## config.mk

```make
export PLATFORM = sky130hd
export DESIGN_NAME = iec_level_bar_meter
export DESIGN_NICKNAME = d
export VERILOG_FILES = /design/src/rtl/core/lbm_pkg.sv /design/src/rtl/core/lbm_ctrl.sv /design/src/rtl/core/lbm_dpath.sv /design/src/rtl/core/iec_level_bar_meter.sv
export SDC_FILE = /design/constraint.sdc
export NUM_CORES = 1
export LEC_CHECK = 0
export BUFFER_PORTS_ARGS = -buffer_cell sky130_fd_sc_hd__buf_2
export CAP_MARGIN = 10
export CORE_ASPECT_RATIO = 1.2
export CORE_MARGIN = 1
export CORE_UTILIZATION = 60
export CTS_BUF_LIST = sky130_fd_sc_hd__clkbuf_4
export CTS_CLUSTER_DIAMETER = 200
export DETAILED_ROUTE_END_ITERATION = 6
export PLACE_DENSITY = 0.9
export RECOVER_POWER = 100
export SYNTH_ARGS = -nofsm -noshare
export SYNTH_HDL_FRONTEND = slang
export SYNTH_HIERARCHICAL = 1
export SYNTH_SLANG_ARGS = --single-unit
```

## constraint.sdc

```tcl
create_clock -name clk -period 14.9 [get_ports clk]
set_clock_uncertainty 0.2 [all_clocks]
set_input_delay 0.745 -clock clk [delete_from_list [all_inputs] [get_ports clk]]
set_output_delay 0.745 -clock clk [all_outputs]
set_load 0.005 [all_outputs]
```

## src/rtl/core/lbm_pkg.sv

```systemverilog
// Shared types, constants and the dB-to-deflection scale for the IEC level bar meter.
// Used by lbm_ctrl, lbm_dpath and iec_level_bar_meter; depends on nothing else.
`default_nettype none

package lbm_pkg;

    // Field widths.
    localparam int DB_W    = 16;                   // dB values, signed Q8.8
    localparam int DEFL_W  = 17;                   // deflections, unsigned Q9.8
    localparam int LEN_W   = 10;                   // bar positions (LENGTH_BITS)
    localparam int BAR_W   = 10;                   // bar_length register field
    localparam int CFG_W   = 16;                   // configuration write data
    localparam int IDX_W   = 2;                    // configuration register index
    localparam int PROD_W  = DEFL_W + LEN_W;       // span offset times bar length
    localparam int DIV_CNT_W = $clog2(LEN_W);

    // Result beat layout.
    localparam int OUT_BITS    = 4 * LEN_W + DEFL_W + 2;
    localparam int OUT_TDATA_W = ((OUT_BITS + 7) / 8) * 8;

    // Deflection of 0 dB on the scale.
    localparam logic [DEFL_W-1:0] FULL_SCALE = DEFL_W'(25600);

    // Reset values of the configuration registers.
    localparam logic signed [DB_W-1:0] LOWER_RST = -16'sd17920;
    localparam logic signed [DB_W-1:0] UPPER_RST = 16'sd1536;
    localparam logic signed [DB_W-1:0] AMBER_RST = -16'sd1536;
    localparam logic [LEN_W-1:0]       LEN_RST   = LEN_W'(100);

    // Configuration register indexes.
    typedef enum logic [IDX_W-1:0] {
        REG_LOWER = 2'd0,
        REG_UPPER = 2'd1,
        REG_AMBER = 2'd2,
        REG_LEN   = 2'd3
    } lbm_reg_t;

    // Operand of the scale unit.
    typedef enum logic [1:0] {
        DSEL_LVL = 2'd0,
        DSEL_LOW = 2'd1,
        DSEL_UPP = 2'd2,
        DSEL_AMB = 2'd3
    } lbm_dsel_t;

    // Deflection whose bar position is being worked out.
    typedef enum logic [1:0] {
        PSEL_DV = 2'd0,
        PSEL_DA = 2'd1,
        PSEL_FS = 2'd2,
        PSEL_PK = 2'd3
    } lbm_psel_t;

    // Commands from the controller to the datapath.
    typedef struct packed {
        logic      load_in;
        logic      clr_peak;
        logic      defl_en;
        lbm_dsel_t defl_sel;
        logic      span_en;
        logic      pos_sub;
        logic      pos_mul;
        logic      div_step;
        logic      pos_store;
        lbm_psel_t pos_sel;
    } lbm_cmd_t;

    // Status from the datapath to the controller.
    typedef struct packed {
        logic range_err;
    } lbm_sts_t;

    // One result item.
    typedef struct packed {
        logic              range_error;
        logic [DEFL_W-1:0] deflection;
        logic              peak_visible;
        logic [LEN_W-1:0]  peak_position;
        logic [LEN_W-1:0]  red_end;
        logic [LEN_W-1:0]  amber_end;
        logic [LEN_W-1:0]  green_end;
    } lbm_res_t;

    // Seven-segment piecewise-linear scale: round-half-up of (d - break) * slope
    // to Q9.8, plus the segment base. Slopes are in quarter percent per dB.
    function automatic logic [DEFL_W-1:0] deflect_of(input logic signed [DB_W-1:0] d);
        logic signed [DB_W+1:0] brk;
        logic signed [DB_W+1:0] above;
        logic [3:0]             slope;
        logic [DEFL_W-1:0]      base;
        logic [DEFL_W+3:0]      prod;
        if (d < -16'sd17920)
        begin
            brk = '0;   slope = 4'd0;  base = '0;
        end
        else if (d < -16'sd15360)
        begin
            brk = -18'sd17920; slope = 4'd1;  base = DEFL_W'(0);
        end
        else if (d < -16'sd12800)
        begin
            brk = -18'sd15360; slope = 4'd2;  base = DEFL_W'(640);
        end
        else if (d < -16'sd10240)
        begin
            brk = -18'sd12800; slope = 4'd3;  base = DEFL_W'(1920);
        end
        else if (d < -16'sd7680)
        begin
            brk = -18'sd10240; slope = 4'd6;  base = DEFL_W'(3840);
        end
        else if (d < -16'sd5120)
        begin
            brk = -18'sd7680;  slope = 4'd8;  base = DEFL_W'(7680);
        end
        else
        begin
            brk = -18'sd5120;  slope = 4'd10; base = DEFL_W'(12800);
        end
        above = {{2{d[DB_W-1]}}, d} - brk;
        prod  = ({4'b0, above[DEFL_W-1:0]} * {{DEFL_W{1'b0}}, slope}) + (DEFL_W+4)'(2);
        return prod[DEFL_W+1:2] + base;
    endfunction

endpackage

`default_nettype wire

```

## src/rtl/core/lbm_ctrl.sv

```systemverilog
// Sequencer of the IEC level bar meter: steps the datapath through scale lookups,
// range check and, if in range, four bar positions per level item. Uses lbm_pkg.
`default_nettype none

module lbm_ctrl
    import lbm_pkg::*;
(
    input  wire logic     clk,
    input  wire logic     rst_n,
    input  wire logic     in_valid,
    input  wire logic     in_peak_clr,
    output logic          in_ready,
    input  wire logic     out_free,
    output logic          out_load,
    output lbm_cmd_t      cmd,
    input  wire lbm_sts_t sts
);

    typedef enum logic [7:0] {
        ST_IDLE   = 8'b0000_0001,
        ST_DEFL   = 8'b0000_0010,
        ST_SPAN   = 8'b0000_0100,
        ST_PSUB   = 8'b0000_1000,
        ST_PMUL   = 8'b0001_0000,
        ST_PDIV   = 8'b0010_0000,
        ST_PSTORE = 8'b0100_0000,
        ST_FINISH = 8'b1000_0000
    } lbm_state_t;

    lbm_state_t             state_reg, state_next;
    logic [1:0]             cnt_reg, cnt_next;
    logic [DIV_CNT_W-1:0]   div_cnt_reg, div_cnt_next;

    // Next state and commands.
    always_comb
    begin
        state_next   = state_reg;
        cnt_next     = cnt_reg;
        div_cnt_next = div_cnt_reg;
        cmd          = '0;
        cmd.defl_sel = lbm_dsel_t'(cnt_reg);
        cmd.pos_sel  = lbm_psel_t'(cnt_reg);
        in_ready     = 1'b0;
        out_load     = 1'b0;
        unique case (state_reg)
            ST_IDLE:
            begin
                in_ready = 1'b1;
                if (in_valid)
                begin
                    if (in_peak_clr)
                    begin
                        cmd.clr_peak = 1'b1;
                    end
                    else
                    begin
                        cmd.load_in = 1'b1;
                        cnt_next    = 2'd0;
                        state_next  = ST_DEFL;
                    end
                end
            end
            ST_DEFL:
            begin
                cmd.defl_en = 1'b1;
                cnt_next    = cnt_reg + 2'd1;
                if (cnt_reg == 2'd3)
                begin
                    state_next = ST_SPAN;
                end
            end
            ST_SPAN:
            begin
                cmd.span_en = 1'b1;
                cnt_next    = 2'd0;
                state_next  = sts.range_err ? ST_FINISH : ST_PSUB;
            end
            ST_PSUB:
            begin
                cmd.pos_sub = 1'b1;
                state_next  = ST_PMUL;
            end
            ST_PMUL:
            begin
                cmd.pos_mul  = 1'b1;
                div_cnt_next = '0;
                state_next   = ST_PDIV;
            end
            ST_PDIV:
            begin
                cmd.div_step = 1'b1;
                div_cnt_next = div_cnt_reg + DIV_CNT_W'(1);
                if (div_cnt_reg == DIV_CNT_W'(LEN_W - 1))
                begin
                    state_next = ST_PSTORE;
                end
            end
            ST_PSTORE:
            begin
                cmd.pos_store = 1'b1;
                cnt_next      = cnt_reg + 2'd1;
                state_next    = (cnt_reg == 2'd3) ? ST_FINISH : ST_PSUB;
            end
            ST_FINISH:
            begin
                if (out_free)
                begin
                    out_load   = 1'b1;
                    state_next = ST_IDLE;
                end
            end
            default:
            begin
                state_next = ST_IDLE;
            end
        endcase
    end

    // State and counters.
    always_ff @(posedge clk or negedge rst_n)
    begin
        if (!rst_n)
        begin
            state_reg   <= ST_IDLE;
            cnt_reg     <= '0;
            div_cnt_reg <= '0;
        end
        else
        begin
            state_reg   <= state_next;
            cnt_reg     <= cnt_next;
            div_cnt_reg <= div_cnt_next;
        end
    end

endmodule

`default_nettype wire

```

## src/rtl/core/lbm_dpath.sv

```systemverilog
// Datapath of the IEC level bar meter: level clamp, scale unit, peak hold and a
// shared multiply and bit-serial divide unit for bar positions. Depends on lbm_pkg.
`default_nettype none

module lbm_dpath
    import lbm_pkg::*;
(
    input  wire logic                   clk,
    input  wire logic                   rst_n,
    input  wire lbm_cmd_t               cmd,
    input  wire logic signed [DB_W-1:0] level_db,
    input  wire logic signed [DB_W-1:0] lower_db,
    input  wire logic signed [DB_W-1:0] upper_db,
    input  wire logic signed [DB_W-1:0] amber_db,
    input  wire logic [LEN_W-1:0]       bar_length,
    output lbm_sts_t                    sts,
    output lbm_res_t                    res
);

    logic signed [DB_W-1:0] lvl_reg;
    logic [DEFL_W-1:0]      dv_reg, dl_reg, du_reg, da_reg;
    logic [DEFL_W-1:0]      span_reg;
    logic [DEFL_W-1:0]      peak_reg;
    logic [DEFL_W-1:0]      x_reg;
    logic                   zero_reg, sat_reg;
    logic [DEFL_W-1:0]      rem_reg;
    logic [LEN_W-1:0]       low_reg, q_reg;
    logic [LEN_W-1:0]       pos_reg [4];

    logic signed [DB_W-1:0] lvl_lo, lvl_cl, scale_in;
    logic [DEFL_W-1:0]      scale_out;
    logic [DEFL_W-1:0]      d_sel;
    logic signed [DEFL_W:0] x_diff;
    logic                   x_zero, x_sat;
    logic [PROD_W-1:0]      prod;
    logic [DEFL_W:0]        trial;
    logic                   trial_ge;
    logic [DEFL_W:0]        trial_sub;
    logic                   range_err;
    logic [LEN_W-1:0]       g_raw, a_raw, r_raw, a_fix, r_fix;

    // Clamp: raise to the bottom of the range, then lower to the top.
    always_comb
    begin
        lvl_lo = (level_db < lower_db) ? lower_db : level_db;
        lvl_cl = (lvl_lo > upper_db) ? upper_db : lvl_lo;
    end

    // Scale unit operand.
    always_comb
    begin
        case (cmd.defl_sel)
            DSEL_LVL: scale_in = lvl_reg;
            DSEL_LOW: scale_in = lower_db;
            DSEL_UPP: scale_in = upper_db;
            DSEL_AMB: scale_in = amber_db;
            default:  scale_in = lvl_reg;
        endcase
        scale_out = deflect_of(scale_in);
    end

    assign range_err     = (du_reg <= dl_reg);
    assign sts.range_err = range_err;

    // Offset from the range bottom and its class: at or below bottom, at or past the top.
    always_comb
    begin
        case (cmd.pos_sel)
            PSEL_DV: d_sel = dv_reg;
            PSEL_DA: d_sel = da_reg;
            PSEL_FS: d_sel = FULL_SCALE;
            PSEL_PK: d_sel = peak_reg;
            default: d_sel = dv_reg;
        endcase
        x_diff = $signed({1'b0, d_sel}) - $signed({1'b0, dl_reg});
        x_zero = x_diff[DEFL_W] || (x_diff == '0);
        x_sat  = !x_zero && (x_diff[DEFL_W-1:0] >= span_reg);
    end

    // Multiplier and one restoring divide step.
    always_comb
    begin
        prod      = {{LEN_W{1'b0}}, x_reg} * {{DEFL_W{1'b0}}, bar_length};
        trial     = {rem_reg, low_reg[LEN_W-1]};
        trial_ge  = (trial >= {1'b0, span_reg});
        trial_sub = trial - {1'b0, span_reg};
    end

    // Peak hold.
    always_ff @(posedge clk or negedge rst_n)
    begin
        if (!rst_n)
        begin
            peak_reg <= '0;
        end
        else if (cmd.clr_peak)
        begin
            peak_reg <= '0;
        end
        else if (cmd.span_en && (dv_reg > peak_reg))
        begin
            peak_reg <= (dv_reg > du_reg) ? du_reg : dv_reg;
        end
    end

    // Working registers.
    always_ff @(posedge clk)
    begin
        if (cmd.load_in)
        begin
            lvl_reg <= lvl_cl;
        end
        if (cmd.defl_en)
        begin
            case (cmd.defl_sel)
                DSEL_LVL: dv_reg <= scale_out;
                DSEL_LOW: dl_reg <= scale_out;
                DSEL_UPP: du_reg <= scale_out;
                DSEL_AMB: da_reg <= scale_out;
                default:  dv_reg <= scale_out;
            endcase
        end
        if (cmd.span_en)
        begin
            span_reg <= du_reg - dl_reg;
        end
        if (cmd.pos_sub)
        begin
            x_reg    <= x_diff[DEFL_W-1:0];
            zero_reg <= x_zero;
            sat_reg  <= x_sat;
        end
        if (cmd.pos_mul)
        begin
            rem_reg <= prod[PROD_W-1:LEN_W];
            low_reg <= prod[LEN_W-1:0];
            q_reg   <= '0;
        end
        if (cmd.div_step)
        begin
            rem_reg <= trial_ge ? trial_sub[DEFL_W-1:0] : trial[DEFL_W-1:0];
            low_reg <= {low_reg[LEN_W-2:0], 1'b0};
            q_reg   <= {q_reg[LEN_W-2:0], trial_ge};
        end
        if (cmd.pos_store)
        begin
            pos_reg[2'(cmd.pos_sel)] <= zero_reg ? '0 : (sat_reg ? bar_length : q_reg);
        end
    end

    // Zone ends from the positions, kept in order; all zero on a range error.
    always_comb
    begin
        if (dv_reg < da_reg)
        begin
            g_raw = pos_reg[PSEL_DV];
            a_raw = pos_reg[PSEL_DV];
            r_raw = pos_reg[PSEL_DV];
        end
        else if (dv_reg <= FULL_SCALE)
        begin
            g_raw = pos_reg[PSEL_DA];
            a_raw = pos_reg[PSEL_DV];
            r_raw = pos_reg[PSEL_DV];
        end
        else
        begin
            g_raw = pos_reg[PSEL_DA];
            a_raw = pos_reg[PSEL_FS];
            r_raw = pos_reg[PSEL_DV];
        end
        a_fix = (a_raw < g_raw) ? g_raw : a_raw;
        r_fix = (r_raw < a_fix) ? a_fix : r_raw;

        res.deflection  = dv_reg;
        res.range_error = range_err;
        if (range_err)
        begin
            res.green_end     = '0;
            res.amber_end     = '0;
            res.red_end       = '0;
            res.peak_position = '0;
            res.peak_visible  = 1'b0;
        end
        else
        begin
            res.green_end     = g_raw;
            res.amber_end     = a_fix;
            res.red_end       = r_fix;
            res.peak_position = pos_reg[PSEL_PK];
            res.peak_visible  = (peak_reg > dl_reg);
        end
    end

endmodule

`default_nettype wire

```

## src/rtl/core/iec_level_bar_meter.sv

```systemverilog
// Top level of the IEC level bar meter: configuration registers, result register
// and the controller and datapath. Depends on lbm_pkg, lbm_ctrl and lbm_dpath.
//
//   Port group   Dir   Beat contents
//   s_axis       in    tuser: action; tdata: level_db
//   m_axis       out   tdata: green_end, amber_end, red_end, peak_position,
//                      peak_visible, deflection, range_error
//   cfg          in    cfg_index selects lower_db, upper_db, amber_db, bar_length
//
// A level beat runs four scale lookups, a range check, four bar positions (each a
// subtract, a multiply, LEN_W divider steps and a store) and one handover before the
// next beat is taken; with a range error the bar positions are skipped.
// A peak reset beat is taken while idle, leaves the block ready and gives no result.
// Reset is asynchronous and active low; no clearing pass is needed.
// The handover stalls only while the output register holds a beat not yet taken.
`default_nettype none

module iec_level_bar_meter
    import lbm_pkg::*;
(
    input  wire logic                   clk,
    input  wire logic                   rst_n,
    input  wire logic                   s_axis_tvalid,
    output logic                        s_axis_tready,
    input  wire logic [DB_W-1:0]        s_axis_tdata,   // [15:0] level_db
    input  wire logic [0:0]             s_axis_tuser,   // [0] action
    output logic                        m_axis_tvalid,
    input  wire logic                   m_axis_tready,
    // [9:0] green_end, [19:10] amber_end, [29:20] red_end, [39:30] peak_position,
    // [40] peak_visible, [57:41] deflection, [58] range_error, rest zero
    output logic [OUT_TDATA_W-1:0]      m_axis_tdata,
    input  wire logic                   cfg_we,
    input  wire logic [IDX_W-1:0]       cfg_index,
    input  wire logic [CFG_W-1:0]       cfg_data
);

    logic signed [DB_W-1:0]  lower_reg, upper_reg, amber_reg;
    logic [LEN_W-1:0]        len_reg;
    logic                    out_valid_reg, out_valid_next;
    logic [OUT_TDATA_W-1:0]  out_data_reg;
    logic                    out_free, out_load;
    lbm_cmd_t                cmd;
    lbm_sts_t                sts;
    lbm_res_t                res;

    // Configuration registers.
    always_ff @(posedge clk or negedge rst_n)
    begin
        if (!rst_n)
        begin
            lower_reg <= LOWER_RST;
            upper_reg <= UPPER_RST;
            amber_reg <= AMBER_RST;
            len_reg   <= LEN_RST;
        end
        else if (cfg_we)
        begin
            unique case (lbm_reg_t'(cfg_index))
                REG_LOWER: lower_reg <= $signed(cfg_data[DB_W-1:0]);
                REG_UPPER: upper_reg <= $signed(cfg_data[DB_W-1:0]);
                REG_AMBER: amber_reg <= $signed(cfg_data[DB_W-1:0]);
                REG_LEN:   len_reg   <= LEN_W'(cfg_data[BAR_W-1:0]);
                default:   ;
            endcase
        end
    end

    lbm_ctrl u_ctrl (
        .clk         (clk),
        .rst_n       (rst_n),
        .in_valid    (s_axis_tvalid),
        .in_peak_clr (s_axis_tuser[0]),
        .in_ready    (s_axis_tready),
        .out_free    (out_free),
        .out_load    (out_load),
        .cmd         (cmd),
        .sts         (sts)
    );

    lbm_dpath u_dpath (
        .clk        (clk),
        .rst_n      (rst_n),
        .cmd        (cmd),
        .level_db   ($signed(s_axis_tdata)),
        .lower_db   (lower_reg),
        .upper_db   (upper_reg),
        .amber_db   (amber_reg),
        .bar_length (len_reg),
        .sts        (sts),
        .res        (res)
    );

    // Output register: free when empty or being taken this cycle.
    assign out_free = !out_valid_reg || m_axis_tready;

    always_comb
    begin
        out_valid_next = out_valid_reg;
        if (out_load)
        begin
            out_valid_next = 1'b1;
        end
        else if (m_axis_tready)
        begin
            out_valid_next = 1'b0;
        end
    end

    always_ff @(posedge clk or negedge rst_n)
    begin
        if (!rst_n)
        begin
            out_valid_reg <= 1'b0;
        end
        else
        begin
            out_valid_reg <= out_valid_next;
        end
    end

    always_ff @(posedge clk)
    begin
        if (out_load)
        begin
            out_data_reg <= OUT_TDATA_W'({res.range_error, res.deflection, res.peak_visible,
                                          res.peak_position, res.red_end, res.amber_end,
                                          res.green_end});
        end
    end

    assign m_axis_tvalid = out_valid_reg;
    assign m_axis_tdata  = out_data_reg;

    // A result is loaded only when the output register can take it.
    a_load_free: assert property (@(posedge clk) disable iff (!rst_n)
        out_load |-> (!m_axis_tvalid || m_axis_tready))
        else $error("result loaded over a pending beat");

    // The controller never takes a beat while it hands over a result.
    a_load_not_ready: assert property (@(posedge clk) disable iff (!rst_n)
        out_load |-> !s_axis_tready)
        else $error("input ready while loading a result");

    // A level beat starts the sequence, so the next cycle is not ready.
    a_level_busy: assert property (@(posedge clk) disable iff (!rst_n)
        (s_axis_tvalid && s_axis_tready && !s_axis_tuser[0]) |=> !s_axis_tready)
        else $error("ready right after a level beat");

    // A peak reset beat keeps the block ready.
    a_clr_ready: assert property (@(posedge clk) disable iff (!rst_n)
        (s_axis_tvalid && s_axis_tready && s_axis_tuser[0]) |=> s_axis_tready)
        else $error("peak reset beat left the block busy");

endmodule

`default_nettype wire

```

==> flow_metrics.py <==
metrics = {
    "logic_synthesis": {
        "largest_family_of_logic_cells_by_synthesized_area": "adder cells",
        "synth-compound-area-share_pct": 10.4,
        "synth_top_flop_cell": "sky130_fd_sc_hd__edfxtp_1",
        "syn-cell-area_sq_um": 27700,
        "synthTopCellsByArea": "sky130_fd_sc_hd__edfxtp_1, sky130_fd_sc_hd__ha_1, sky130_fd_sc_hd__fa_1",
        "post_synth_xor_area_fraction_pct": 2.76,
        "seq_area_frac_synth_pct": 36.0,
        "synth_warnings": 6,
        "syn_inst_count": 2657,
        "ys_ff_latch": 346,
        "synth-edff-count": 255,
        "netlist-cell-type-count": 89,
        "synthAdderAreaFrac_pct": 23.9,
        "synth_top_area_share_pct": 27.7,
        "async_flop_share_pct": 26.0,
        "muxShareOfSynthArea_pct": 7.63,
        "cell_type_contributing_the_most_total_cell_area_after_synthesis": "sky130_fd_sc_hd__edfxtp_1",
        "synthSimpleGateAreaFrac_pct": 13.5,
        "synthesis.area_per_instance_sq_um": 10.4,
    },
    "clocking": {
        "cts_tree": "built",
        "cts.clk_slew.worst_paths_ns": 0.07,
        "cts.path.max_buffers": 3,
        "cts_buffers": 86,
        "clk-insertion-delay-late_ns": 0.82,
        "cts_setup_buffers": 0,
        "cts.sinks": 346,
        "clk_root_buf": "sky130_fd_sc_hd__clkbuf_4",
        "ctsHtreeMaxLevel": 3,
    },
    "critical_path": {
        "critPathArrivalTime_ns": 11.26,
        "critical-path-slowest-cell": "sky130_fd_sc_hd__clkbuf_1",
        "cp_max_fo": 43,
        "cpLargestDelayFamily": "compound AO/OA/AOI/OAI gates",
        "critical_path_required_ns": 15.29,
        "worstPathBufferInverterCount": 4,
        "crit_path_start_kind": "flip-flop",
        "timing.critical_path.to_type": "flip-flop",
        "setup.worst_path.class": "flip-flop to flip-flop",
        "worst_path_largest_cell_delay_ns": 1.41,
        "regToRegSetupSlack_ns": 4.03,
    },
    "floorplanning": {
        "design.die.area_sq_um": 47000,
        "top_level_pins": 106,
        "die_h_um": 237,
        "die-width_um": 198,
        "placeableCoreArea_sq_um": 45200,
        "initial_utilization_pct": 61.2,
        "num_rows": 85,
    },
    "sta": {
        "hold_violations": 0,
        "setup_viol": 0,
        "maxSlewViolCount": 411,
        "hold-worst-slack_ns": 0.0679,
        "final.period_utilization_pct": 72.9,
        "clock.fmax_ghz": 0.0920,
        "final_critical_period_ns": 10.87,
        "max_slew.worst_pin.slew_ns": 4.30,
        "relSlewSlack_pct": -186,
        "rsz_0062_raised_after_global_routing": "no",
        "setup_total_negative_slack_ns": 0,
    },
    "cells_and_area": {
        "final_layout_size_suffix_gt1_share_pct": 13.0,
        "final_net_count": 3269,
        "mostFrequentLayoutCells": "sky130_fd_sc_hd__inv_1, sky130_fd_sc_hd__ha_1, sky130_fd_sc_hd__edfxtp_1",
        "largest_register_ffs": 59,
        "mostFrequentLayoutCell": "sky130_fd_sc_hd__inv_1",
        "area.growth.synth_to_final_pct": 7.83,
        "filler_cell_count": 3306,
        "instances_no_fill": 3476,
    },
    "drt": {
        "dr.pass1.iters": 7,
        "route.detailed.drc": 0,
        "detailroute.via_count": 21100,
        "wire_length_per_cell_um": 20.1,
        "detailed_route_iter0_violations": 1753,
        "drt-vias-per-instance": 6.08,
        "detail_route.wirelength_mm": 69.8,
        "final_antenna_net_count": 0,
    },
    "run_status": {
        "failed_checks": "capacitance limit, slew limit",
        "run_status": "complete, but fails checks",
    },
    "global_route": {
        "groute.usage.overall_pct": 30.6,
        "grt_pass1_vias": 22400,
        "grt_start_max_net_pins": 79,
        "grt_pass1_wl_mm": 112,
        "antenna_found_initial": 3,
        "grt_overflow": 0,
    },
    "run": {
        "max_cap_viol_count": 10,
    },
    "placed_design": {
        "detailed_place_hpwl_mm": 52.1,
        "place.detailed.instances": 3299,
        "numPortBuffers": 100,
        "gp_routability_congestion": 0.952,
    },
    "worst_hold_path": {
        "class_of_the_tightest_hold_or_removal_check": "input pin to flip-flop",
    },
}
==> cell usage after synthesis, types with 11 or more instances <==
cell type                  count
sky130_fd_sc_hd__nand4_1      30
sky130_fd_sc_hd__nor3_1       36
sky130_fd_sc_hd__and2_1       98
sky130_fd_sc_hd__a21oi_1     126
sky130_fd_sc_hd__xor2_1       28
sky130_fd_sc_hd__nor2_1      177
sky130_fd_sc_hd__mux2_2      102
sky130_fd_sc_hd__mux2i_1      60
sky130_fd_sc_hd__a22o_1       15
sky130_fd_sc_hd__xnor2_1      59
sky130_fd_sc_hd__nor2b_1      37
sky130_fd_sc_hd__o21a_1       34
sky130_fd_sc_hd__dfstp_2      17
sky130_fd_sc_hd__fa_1        152
sky130_fd_sc_hd__a211oi_1     25
sky130_fd_sc_hd__nand3_1      24
sky130_fd_sc_hd__clkbuf_1     62
sky130_fd_sc_hd__and3_1       24
sky130_fd_sc_hd__o21ai_0      98
sky130_fd_sc_hd__a21o_1       55
sky130_fd_sc_hd__nand2_1     234
sky130_fd_sc_hd__o211ai_1     11
sky130_fd_sc_hd__dfrtp_1      73
sky130_fd_sc_hd__mux4_2       16
sky130_fd_sc_hd__ha_1        284
sky130_fd_sc_hd__edfxtp_1    255
sky130_fd_sc_hd__inv_1       321
sky130_fd_sc_hd__or2_2        15
sky130_fd_sc_hd__nand2b_1     30
==> per-layer routing <==
metal  part of all wire, %  wire length, um  up-vias  track usage [%]
li1                      -                -     9544                -
met1                    36            24900    10300             32.9
met2                    52            36100      974             55.0
met3                   6.1             4270      313             5.02
met4                   6.6             4600        2             20.3
met5                 0.019               13        -                0
==> through the flow <==
| stage | util (%) | cell area, sq um | setup WS (ns) |
|---|---|---|---|
| floorplan | - | 27700 | 7.22 |
| global placement | 63.4 | 28700 | 5.97 |
| detailed placement | 63.4 | 28700 | 5.54 |
| CTS | 66.3 | 30000 | 5.48 |
| global route | 66.0 | 29800 | 3.16 |
| finish | 66.0 | 29800 | 4.03 |
==> layout make-up <==
type                            count  area [sq um]  area share (%)
Inverter                          321          1200            4.04
Sequential cell                   346          9950            33.4
Antenna cell                        2          5.00          0.0168
Clock buffer                      131           983            3.30
Clock inverter                     29           158           0.529
Timing Repair Buffer              131           688            2.31
Tap cell                          609           762            2.56
Multi-Input combinational cell   1907         16100            53.9
==> cells by family after synthesis <==
| logic type | after synthesis |
|---|---|
| AND/OR/NAND/NOR | 758 |
| AO/OA/AOI/OAI | 443 |
| adder cells (fa/ha/maj) | 436 |
| buffers and inverters | 408 |
| flip-flops | 346 |
| multiplexers | 178 |
| XOR/XNOR | 87 |
| other | 1 |
==> path summary, 6_finish.rpt <==
| path | cells after the start | from | end |
|---|---|---|---|
| setup / recovery | 32 | u_ctrl/cnt_reg[1]$_DFFE_PN0P_ | u_dpath/da_reg[16]$_DFFE_PP_ |
| hold / removal | 3 | s_axis_tvalid | u_ctrl/state_reg[1]$_DFFE_PN0P_ |
| setup reg to reg | 32 | u_ctrl/cnt_reg[1]$_DFFE_PN0P_ | u_dpath/da_reg[16]$_DFFE_PP_ |
| hold reg to reg | 2 | u_dpath/low_reg[0]$_SDFFE_PP0P_ | u_dpath/low_reg[0]$_SDFFE_PP0P_ |
| max in group asynchronous | 3 | rst_n | u_ctrl/cnt_reg[0]$_DFFE_PN0P_ |
| min in group asynchronous | 2 | rst_n | u_dpath/peak_reg[5]$_DFFE_PN0P_ |
==> worst register-to-register path: cells and delay by family, from the launching register on <==
family                   cells  cell delay [ns]
AO/OA/AOI/OAI               12             2.77
buffers and inverters        4             2.12
adder cells (fa/ha/maj)      5             1.78
AND/OR/NAND/NOR              8             1.70
flip-flops                   1             0.96
multiplexers                 1             0.73
XOR/XNOR                     2             0.38
==> timing repair <==
item	in CTS	in global routing
resized for setup	0	0
hold endpoints to repair	45	0
hold buffers	14	0
Power is left out: the tool's default activity adds up to more than one toggle a clock period on the data nets, which glitch-free logic cannot reach.
